--- src/rtl/art_pkg.sv ---
// shared constants and codes of the ack retransmit tracker
`timescale 1ns / 1ps
package art_pkg;
  localparam int PENDING_SLOTS = 32;
  localparam int NODE_COUNT    = 256;
  localparam int SLOT_IW  = (PENDING_SLOTS > 1) ? $clog2(PENDING_SLOTS) : 1;
  localparam int SLOT_CW  = $clog2(PENDING_SLOTS + 1);
  localparam int NODE_IW  = (NODE_COUNT > 1) ? $clog2(NODE_COUNT) : 1;
  localparam int SLOT_W   = 36;

  localparam logic [1:0] REQ_SEND  = 2'd0;
  localparam logic [1:0] REQ_FRAME = 2'd1;
  localparam logic [1:0] REQ_TICK  = 2'd2;

  localparam logic [1:0] KIND_DATA = 2'd0;
  localparam logic [1:0] KIND_ACK  = 2'd1;
  localparam logic [1:0] KIND_HB   = 2'd2;

  localparam logic [3:0] EV_QUEUED     = 4'd0;
  localparam logic [3:0] EV_ACK_OUT    = 4'd1;
  localparam logic [3:0] EV_DELIVER    = 4'd2;
  localparam logic [3:0] EV_ACKED_OK   = 4'd3;
  localparam logic [3:0] EV_RETRANSMIT = 4'd4;
  localparam logic [3:0] EV_FAILED     = 4'd5;
  localparam logic [3:0] EV_DROPPED    = 4'd6;
  localparam logic [3:0] EV_REJECTED   = 4'd7;
  localparam logic [3:0] EV_TICK_DONE  = 4'd8;

  localparam logic [1:0] CFG_OWN_NODE  = 2'd0;
  localparam logic [1:0] CFG_BCAST     = 2'd1;
  localparam logic [1:0] CFG_TIMEOUT   = 2'd2;
  localparam logic [1:0] CFG_RETRY     = 2'd3;

  typedef struct packed {
    logic [7:0]  seq;
    logic [7:0]  dest;
    logic [3:0]  retries;
    logic [15:0] age;
  } slot_t;
endpackage

--- src/rtl/art_ram.sv ---
// generic single write port ram with registered read
`timescale 1ns / 1ps
module art_ram #(
  parameter int WIDTH = 8,
  parameter int DEPTH = 32,
  localparam int AW = (DEPTH > 1) ? $clog2(DEPTH) : 1
) (
  input  logic             clk,
  input  logic             we,
  input  logic [AW-1:0]    waddr,
  input  logic [WIDTH-1:0] wdata,
  input  logic [AW-1:0]    raddr,
  output logic [WIDTH-1:0] rdata
);
  logic [WIDTH-1:0] mem [DEPTH];

  always_ff @(posedge clk) begin
    if (we) begin
      mem[waddr] <= wdata;
    end
    rdata <= mem[raddr];
  end
endmodule

--- src/rtl/ack_retransmit_tracker_core.sv ---
// top level of the ack retransmit tracker
// Usage:
// - input channel (in_valid/in_ready) takes one word: a send request, a
//   received frame or a tick; in_ready is high only while no item is in work
// - output channel (out_valid/out_ready) gives result words, last marks
//   the final one of an item; one result register sits on the output
// - configuration channel (cfg_valid/cfg_ready) is always ready; write only
//   while idle
// Paths, from accept to the next accept:
// - send: broadcast and table full are answered from dispatch, else the pending
//   table is scanned for the new sequence before it is queued in a free slot
// - frame: dropped at the filter, or data and heartbeat pass a duplicate check,
//   unicast data giving a second result; ack frames scan up to an early match
// - tick: the scan runs over every pending slot; the scan over the slot ram reads
//   each slot in turn and checks each pending slot in a further state
// Reset: synchronous, clears the pending and seen flags, next sequence 1,
//   registers to defaults; no clearing pass is needed
// Stall: a held result stops the sequencer in place until it is taken
`timescale 1ns / 1ps
module ack_retransmit_tracker_core (
  input  logic       clk,
  input  logic       rst,
  input  logic       in_valid,
  output logic       in_ready,
  input  logic [1:0] req_type,
  input  logic [7:0] dest_node,
  input  logic [7:0] source_node,
  input  logic [7:0] frame_seq,
  input  logic [1:0] frame_kind,
  output logic       out_valid,
  input  logic       out_ready,
  output logic [3:0] event_res,
  output logic [7:0] out_seq,
  output logic [7:0] out_node,
  output logic       last,
  input  logic       cfg_valid,
  output logic       cfg_ready,
  input  logic [1:0] cfg_index,
  input  logic [15:0] cfg_data
);
  typedef enum logic [2:0] {
    ST_IDLE, ST_DISPATCH, ST_FR_CHK, ST_SC_RD, ST_SC_CHK, ST_SC_END, ST_EMIT2
  } state_t;
  typedef enum logic [1:0] {MODE_SEND, MODE_ACK, MODE_TICK} mode_t;

  state_t state;
  mode_t  mode;

  logic [7:0]  own_node, broadcast_node;
  logic [15:0] timeout_ticks;
  logic [3:0]  retry_limit;
  logic [7:0]  next_seq;
  logic [art_pkg::PENDING_SLOTS-1:0] slot_valid;
  logic [art_pkg::NODE_COUNT-1:0]    seen_source;

  logic [1:0] req_r, kind_r;
  logic [7:0] dest_r, src_r, seq_r, cur_seq;
  logic [art_pkg::SLOT_CW-1:0] idx;
  logic [art_pkg::SLOT_IW-1:0] free_idx, free_found;
  logic [3:0] ev2;
  logic [7:0] seq2, node2;

  art_pkg::slot_t slot_rd, slot_wd;
  logic [art_pkg::SLOT_W-1:0] slot_rdata;
  logic s_we;
  logic [art_pkg::SLOT_IW-1:0] s_waddr;
  logic [7:0] last_rdata;
  logic n_we;

  logic out_free, want, emit, proceed;
  logic [3:0] e_ev;
  logic [7:0] e_seq, e_node;
  logic e_last;
  logic full, for_me, src_ok, dup, hit, timed, can_retry, at_end;
  logic [15:0] age_inc;
  logic [art_pkg::SLOT_IW-1:0] idx_s;
  logic [7:0] seq_inc;

  assign in_ready  = (state == ST_IDLE);
  assign cfg_ready = 1'b1;
  assign out_free  = !out_valid || out_ready;
  assign idx_s     = idx[art_pkg::SLOT_IW-1:0];
  assign at_end    = (idx == art_pkg::SLOT_CW'(art_pkg::PENDING_SLOTS));
  assign slot_rd   = art_pkg::slot_t'(slot_rdata);
  assign full      = &slot_valid;
  assign for_me    = (dest_r == own_node) || (dest_r == broadcast_node);
  assign src_ok    = (int'(src_r) < art_pkg::NODE_COUNT);
  assign dup       = src_ok && seen_source[src_r[art_pkg::NODE_IW-1:0]] &&
                     (last_rdata == seq_r);
  assign hit       = (slot_rd.seq == cur_seq);
  assign age_inc   = (slot_rd.age == 16'hFFFF) ? slot_rd.age : slot_rd.age + 16'd1;
  assign timed     = (age_inc >= timeout_ticks);
  assign can_retry = (slot_rd.retries < retry_limit);
  assign seq_inc   = (next_seq == 8'd255) ? 8'd1 : next_seq + 8'd1;

  always_comb begin
    free_found = '0;
    for (int i = art_pkg::PENDING_SLOTS - 1; i >= 0; i--) begin
      if (!slot_valid[i]) begin
        free_found = art_pkg::SLOT_IW'(i);
      end
    end
  end

  always_comb begin
    want = 1'b0;
    e_ev = art_pkg::EV_DROPPED;
    e_seq = seq_r;
    e_node = src_r;
    e_last = 1'b1;
    s_we = 1'b0;
    s_waddr = idx_s;
    slot_wd = slot_rd;
    case (state)
      ST_EMIT2: begin
        want = 1'b1;
        e_ev = ev2;
        e_seq = seq2;
        e_node = node2;
      end
      ST_DISPATCH: begin
        case (req_r)
          art_pkg::REQ_SEND: begin
            if (dest_r == broadcast_node) begin
              want = 1'b1;
              e_ev = art_pkg::EV_QUEUED;
              e_seq = next_seq;
              e_node = dest_r;
              e_last = 1'b0;
            end else if (full) begin
              want = 1'b1;
              e_ev = art_pkg::EV_REJECTED;
              e_seq = 8'd0;
              e_node = dest_r;
            end
          end
          art_pkg::REQ_FRAME: begin
            if (!for_me || (kind_r != art_pkg::KIND_ACK &&
                kind_r != art_pkg::KIND_DATA && kind_r != art_pkg::KIND_HB)) begin
              want = 1'b1;
            end
          end
          default: ;
        endcase
      end
      ST_FR_CHK: begin
        if (dup) begin
          want = 1'b1;
        end else if (kind_r == art_pkg::KIND_DATA) begin
          want = 1'b1;
          if (dest_r == broadcast_node) begin
            e_ev = art_pkg::EV_DELIVER;
          end else begin
            e_ev = art_pkg::EV_ACK_OUT;
            e_last = 1'b0;
          end
        end
      end
      ST_SC_CHK: begin
        case (mode)
          MODE_SEND: begin
            if (hit) begin
              want = 1'b1;
              e_ev = art_pkg::EV_QUEUED;
              e_seq = cur_seq;
              e_node = dest_r;
            end
          end
          MODE_ACK: begin
            if (hit) begin
              want = 1'b1;
              e_ev = art_pkg::EV_ACKED_OK;
              e_node = slot_rd.dest;
            end
          end
          default: begin
            e_seq = slot_rd.seq;
            e_node = slot_rd.dest;
            slot_wd.age = age_inc;
            if (timed) begin
              want = 1'b1;
              e_last = 1'b0;
              if (can_retry) begin
                e_ev = art_pkg::EV_RETRANSMIT;
                slot_wd.retries = slot_rd.retries + 4'd1;
                slot_wd.age = 16'd0;
                s_we = 1'b1;
              end else begin
                e_ev = art_pkg::EV_FAILED;
              end
            end else begin
              s_we = 1'b1;
            end
          end
        endcase
      end
      ST_SC_END: begin
        want = 1'b1;
        case (mode)
          MODE_SEND: begin
            e_ev = art_pkg::EV_QUEUED;
            e_seq = cur_seq;
            e_node = dest_r;
            s_we = 1'b1;
            s_waddr = free_idx;
            slot_wd.seq = cur_seq;
            slot_wd.dest = dest_r;
            slot_wd.retries = 4'd0;
            slot_wd.age = 16'd0;
          end
          MODE_ACK: ;
          default: begin
            e_ev = art_pkg::EV_TICK_DONE;
            e_seq = 8'd0;
            e_node = 8'd0;
          end
        endcase
      end
      default: ;
    endcase
    proceed = !want || out_free;
    emit = want && out_free;
    s_we = s_we && proceed;
    n_we = (state == ST_FR_CHK) && !dup && src_ok && proceed;
  end

  art_ram #(.WIDTH(art_pkg::SLOT_W), .DEPTH(art_pkg::PENDING_SLOTS)) u_slot_ram (
    .clk(clk), .we(s_we), .waddr(s_waddr), .wdata(slot_wd),
    .raddr(idx_s), .rdata(slot_rdata)
  );

  art_ram #(.WIDTH(8), .DEPTH(art_pkg::NODE_COUNT)) u_seq_ram (
    .clk(clk), .we(n_we), .waddr(src_r[art_pkg::NODE_IW-1:0]), .wdata(seq_r),
    .raddr(src_r[art_pkg::NODE_IW-1:0]), .rdata(last_rdata)
  );

  always_ff @(posedge clk) begin
    if (rst) begin
      state <= ST_IDLE;
      mode <= MODE_SEND;
      out_valid <= 1'b0;
      own_node <= 8'd0;
      broadcast_node <= 8'd255;
      timeout_ticks <= 16'd10;
      retry_limit <= 4'd3;
      next_seq <= 8'd1;
      slot_valid <= '0;
      seen_source <= '0;
      idx <= '0;
    end else begin
      if (cfg_valid) begin
        case (cfg_index)
          art_pkg::CFG_OWN_NODE: own_node <= cfg_data[7:0];
          art_pkg::CFG_BCAST:    broadcast_node <= cfg_data[7:0];
          art_pkg::CFG_TIMEOUT:  timeout_ticks <= cfg_data;
          art_pkg::CFG_RETRY:    retry_limit <= cfg_data[3:0];
          default: ;
        endcase
      end
      if (emit) begin
        out_valid <= 1'b1;
        event_res <= e_ev;
        out_seq <= e_seq;
        out_node <= e_node;
        last <= e_last;
      end else if (out_ready) begin
        out_valid <= 1'b0;
      end
      case (state)
        ST_IDLE: begin
          if (in_valid) begin
            req_r <= req_type;
            dest_r <= dest_node;
            src_r <= source_node;
            seq_r <= frame_seq;
            kind_r <= frame_kind;
            state <= ST_DISPATCH;
          end
        end
        ST_DISPATCH: begin
          idx <= '0;
          case (req_r)
            art_pkg::REQ_SEND: begin
              if (dest_r == broadcast_node) begin
                if (proceed) begin
                  next_seq <= seq_inc;
                  ev2 <= art_pkg::EV_ACKED_OK;
                  seq2 <= next_seq;
                  node2 <= dest_r;
                  state <= ST_EMIT2;
                end
              end else if (full) begin
                if (proceed) begin
                  state <= ST_IDLE;
                end
              end else begin
                free_idx <= free_found;
                cur_seq <= next_seq;
                next_seq <= seq_inc;
                mode <= MODE_SEND;
                state <= ST_SC_RD;
              end
            end
            art_pkg::REQ_FRAME: begin
              if (want) begin
                if (proceed) begin
                  state <= ST_IDLE;
                end
              end else if (kind_r == art_pkg::KIND_ACK) begin
                cur_seq <= seq_r;
                mode <= MODE_ACK;
                state <= ST_SC_RD;
              end else begin
                state <= ST_FR_CHK;
              end
            end
            art_pkg::REQ_TICK: begin
              mode <= MODE_TICK;
              state <= ST_SC_RD;
            end
            default: state <= ST_IDLE;
          endcase
        end
        ST_FR_CHK: begin
          if (proceed) begin
            if (!dup && src_ok) begin
              seen_source[src_r[art_pkg::NODE_IW-1:0]] <= 1'b1;
            end
            if (!dup && kind_r == art_pkg::KIND_DATA && dest_r != broadcast_node) begin
              ev2 <= art_pkg::EV_DELIVER;
              seq2 <= seq_r;
              node2 <= src_r;
              state <= ST_EMIT2;
            end else begin
              state <= ST_IDLE;
            end
          end
        end
        ST_SC_RD: begin
          if (at_end) begin
            state <= ST_SC_END;
          end else if (slot_valid[idx_s]) begin
            state <= ST_SC_CHK;
          end else begin
            idx <= idx + 1'b1;
          end
        end
        ST_SC_CHK: begin
          if (proceed) begin
            idx <= idx + 1'b1;
            case (mode)
              MODE_SEND: begin
                if (hit) begin
                  state <= ST_IDLE;
                end else begin
                  state <= ST_SC_RD;
                end
              end
              MODE_ACK: begin
                if (hit) begin
                  slot_valid[idx_s] <= 1'b0;
                  state <= ST_IDLE;
                end else begin
                  state <= ST_SC_RD;
                end
              end
              default: begin
                if (timed && !can_retry) begin
                  slot_valid[idx_s] <= 1'b0;
                end
                state <= ST_SC_RD;
              end
            endcase
          end
        end
        ST_SC_END: begin
          if (proceed) begin
            if (mode == MODE_SEND) begin
              slot_valid[free_idx] <= 1'b1;
            end
            state <= ST_IDLE;
          end
        end
        ST_EMIT2: begin
          if (out_free) begin
            state <= ST_IDLE;
          end
        end
        default: state <= ST_IDLE;
      endcase
    end
  end
endmodule

--- config.mk ---
export PLATFORM = sky130hd
export DESIGN_NAME = ack_retransmit_tracker_core
export DESIGN_NICKNAME = d
export VERILOG_FILES = /design/src/rtl/art_pkg.sv /design/src/rtl/art_ram.sv /design/src/rtl/ack_retransmit_tracker_core.sv
export SDC_FILE = /design/constraint.sdc
export NUM_CORES = 2
export LEC_CHECK = 0
export BUFFER_PORTS_ARGS = -buffer_cell sky130_fd_sc_hd__buf_2
export CAP_MARGIN = 20
export CORE_ASPECT_RATIO = 0.5
export CORE_MARGIN = 2
export CORE_UTILIZATION = 50
export CTS_BUF_LIST = sky130_fd_sc_hd__clkbuf_8
export DETAILED_ROUTE_END_ITERATION = 8
export GPL_TIMING_DRIVEN = 0
export PLACE_DENSITY = 0.76
export RECOVER_POWER = 100
export SKIP_LAST_GASP = 1
export SLEW_MARGIN = 30
export SYNTH_ARGS = -nofsm -noshare
export SYNTH_HDL_FRONTEND = slang
export SYNTH_SLANG_ARGS = --single-unit
--- constraint.sdc ---
create_clock -name clk -period 7.35 [get_ports clk]
set_clock_uncertainty 0.05 [all_clocks]
set_input_delay 1.47 -clock clk [delete_from_list [all_inputs] [get_ports clk]]
set_output_delay 1.47 -clock clk [all_outputs]
set_load 0.005 [all_outputs]
==> impl_results.md <==
- FP Rows: 138
- Commonest cells post-synth: edfxtp_1, mux4_2, nor2_1, dfxtp_1, a21oi_1
- CP Data Arrival Time: 8460 ps
- Die Area: 291,300 um^2
- Failing checks: capacitance limit, slew limit, setup timing
- GRT Util Overall: 31.59%
- Clk buf depth: 4
- Residual DRC count: 0
- Fillers: 20,110
- IO Port Bufs: 72
- Worst-Skew Late Latency: 1150 ps
- Hold path startpoint: seen_source[88]
- Dpl ws: -1138 ps
- Worst reg2reg setup slack: -420 ps
- Setup violations, final: 205
- Final Hold Vio Count: 0
- Final #Nets: 8,352
- Hold Crit Endpoint: seen_source[88]
- # clock sinks: 3,667
- CP startpoint kind: register
- Post-Syn Area per Cell: 19.26 um^2
- Root buf cell: clkbuf_8
- Worst path max stage delay: 990 ps
- Vias/cell: 6.819
- Ranking of synthesized cells by area: edfxtp_1, mux4_2, dfxtp_1
- Register clock-pin slew on the reported worst setup and hold paths: 60 ps
- Cell Count Post-Placement: 11,550
- Post-Syn Area: 143,400 um^2
- Largest net degree at the start of global routing: 33
- Final wirelength: 468.6 mm
- Starting Density: 50.48%
- Outcome: finished, violations left
- Distinct cells, synth: 83
- Max cap viols: 4
- Yosys Warn Count: 0
- Slew Viols, Final: 46
- Finished Core Util: 57.45%
- Worst vdd ir: 210.2 uV
- Global-route wire length before repair: 637.4 mm
- Final min period: 7774 ps
- ANT nets after route: 0
- Top FF cell, synth: edfxtp_1
- Area leader, netlist: edfxtp_1
- Die H: 382.6 um
- Share of the synthesized area in the top cell type: 68.68%
- Least-Margin Pin Slew: 2053 ps
- Iter 0 DRT Violations: 16,470
- CP cell instances: buf_2 -> buf_2 -> clkbuf_1 -> buf_2 -> buf_2 -> buf_2 -> clkbuf_1 -> nand3_1 -> clkbuf_2 -> nor2_1
- Layout cells sized above 1: 27.02%
- Crit Reg-Reg Endpoint: u_seq_ram.mem[219][0]
- Drt pass-1 iters: 8
- CP Max Fanout: 10
- CTS H-tree lvls: 5
- Worst Hold Depth: 2
- Crit path capture type: register
- WS Path Type: register to register
- Half-perimeter wire length after placement: 315.8 mm
- Setup slack after layout: -423.5 ps
- EDFF count, synth: 3,279
- CTS Buf Count: 487
- Pwr/cell area: 285.5 nW/um^2
- Area of the core: 284,000 um^2
- Gp weighted congestion: 0.9589
- Post-synth ARST share: 0%
- Initial antenna violation count: 19
- Vias: 85,080
- RSZ-0062 raised after global routing: true
- GRT Residual Overflow: 0
- Reg2reg start: src_r[1]
- Final non-filler cell total: 12,480
- Final worst path period share: 105.8%
- Mapped Nets: 7,521
- Vias in the first global route: 81,320
- HP Class: register to register
- Width of the die: 761.3 um
- Lkg Pwr: 51.49 nW
- Most frequent cell after synthesis: edfxtp_1
- Area Overhead vs Synth: 13.82%
- Most used cell, CP: buf_2
- Flops & latches, synth: 3,667
- Mapped Cells: 7,444
- Crit-path slowest cell: nor2_1
- Slew headroom: -36.84%
- Fmax: 128.6 MHz
- Wire per inst: 37.56 um
- Worst Reg2Reg Path Length in Cells: 10
- Share of the yosys chip area belonging to registers: 74.10%
- Top Ports: 75
- CTS tree: yes
- Crit path required time: 8040 ps
metrics by stage:
step                instance area (um^2)  hold WS [ps]  total power, W  setup TNS (ps)
floorplan                         143400         372.6         0.02847               0
global placement                  148500         389.6         0.03130               -
detailed placement                154100         389.7         0.03176        -1395320
CTS                               163800         400.4         0.04632          -12310
global route                      163100         420.3         0.04743           -4617
finish                            163200         399.7         0.04659          -31070
where the power goes:
| part | total [W] | switching (W) | internal (W) |
|---|---|---|---|
| Clock | 0.0151 | 0.00788 | 0.00723 |
| Combinational | 0.00760 | 0.00501 | 0.00258 |
| Sequential | 0.0239 | 0.000177 | 0.0237 |
cell families after synthesis:
kind of cell             Yosys count  share of synthesized area (%)
buffers and inverters            554                          1.697
XOR/XNOR                          49                         0.2993
AO/OA/AOI/OAI                    789                          3.514
other                              1                       0.002616
adder cells (fa/ha/maj)           26                         0.2269
multiplexers                    1105                          16.31
flip-flops                      3667                          74.10
AND/OR/NAND/NOR                 1253                          3.856
routing by layer:
metal	GRT usage (%)	vias to the layer above	part of all wire, %
met3	12.28	1653	16
met2	46.68	8253	44
li1	-	32080	-
met5	0.3277	-	0.044
met1	39.99	43080	33
met4	18.42	12	7.1
timing repair:
| item | CTS | global route |
|---|---|---|
| endpoints found under the hold margin | 0 | 0 |
| endpoints found under the setup margin | 1954 | 1941 |
| resized for setup | 156 | 55 |
| buffers inserted | 0 | 13 |
| hold buffers | 0 | 0 |
| pin swaps | 0 | 13 |
state kept, by name (all words and copies together), names as in the netlist, 16 cells and up:
register,cells
u_seq_ram.mem,2048
u_slot_ram.mem,1152
seen_source,256
u_slot_ram.rdata,36
slot_valid,32
timeout_ticks,16
cells in the final DEF (no fill, tap or decap), types with 18 or more instances in the layout:
| cell | count |
|---|---|
| nor2_1 | 438 |
| inv_1 | 250 |
| a32o_1 | 26 |
| nand2_1 | 268 |
| a21oi_1 | 331 |
| mux2_2 | 25 |
| mux2i_1 | 97 |
| dfxtp_1 | 388 |
| mux4_2 | 982 |
| nand3_1 | 70 |
| clkbuf_2 | 111 |
| nor3_2 | 22 |
| buf_12 | 24 |
| a22oi_1 | 202 |
| clkbuf_8 | 526 |
| xor2_1 | 26 |
| nor2_4 | 101 |
| nor2_2 | 103 |
| buf_4 | 31 |
| buf_16 | 106 |
| ha_1 | 26 |
| clkinv_2 | 39 |
| clkbuf_1 | 333 |
| o21ai_0 | 68 |
| edfxtp_1 | 3279 |
| buf_2 | 157 |
| clkinv_1 | 131 |
| nor3_1 | 43 |
| nand4_1 | 89 |
| xnor2_1 | 23 |
| buf_6 | 30 |
| bufinv_16 | 18 |
critical path: cells and delay by family (launching register included):
family | cells | cell delay, ps
buffers and inverters | 8 | 5140
DFF | 1 | 320
and+or+nand+nor | 2 | 1870
worst max path at each step:
stage | start | end | slack, ps | depth (start not counted)
floorplan | seq_r[3] | event_res[0] | 640 | 7
global placement | seq_r[0] | u_slot_ram.mem[3][35] | -5250 | 9
detailed placement | u_slot_ram.rdata[3] | u_seq_ram.mem[85][1] | -1140 | 23
CTS | u_slot_ram.rdata[3] | u_seq_ram.mem[85][7] | -120 | 23
global route | u_slot_ram.rdata[3] | u_seq_ram.mem[195][0] | -70 | 23
finish | src_r[1] | u_seq_ram.mem[219][0] | -420 | 10
cell type report:
cell class / instances / area (um^2) / area share [%]
Tap cell: 3780 / 4730 / 2.898
Clock inverter: 369 / 2037 / 1.248
Sequential cell: 3667 / 106200 / 65.10
Clock buffer: 526 / 7239 / 4.437
Antenna cell: 15 / 37.54 / 0.02300
Multi-Input combinational cell: 3223 / 35920 / 22.01
Buffer: 464 / 2280 / 1.397
Timing Repair Buffer: 342 / 4363 / 2.674
Inverter: 90 / 337.8 / 0.2070
No activity file was read; power rests on OpenSTA's default activity.
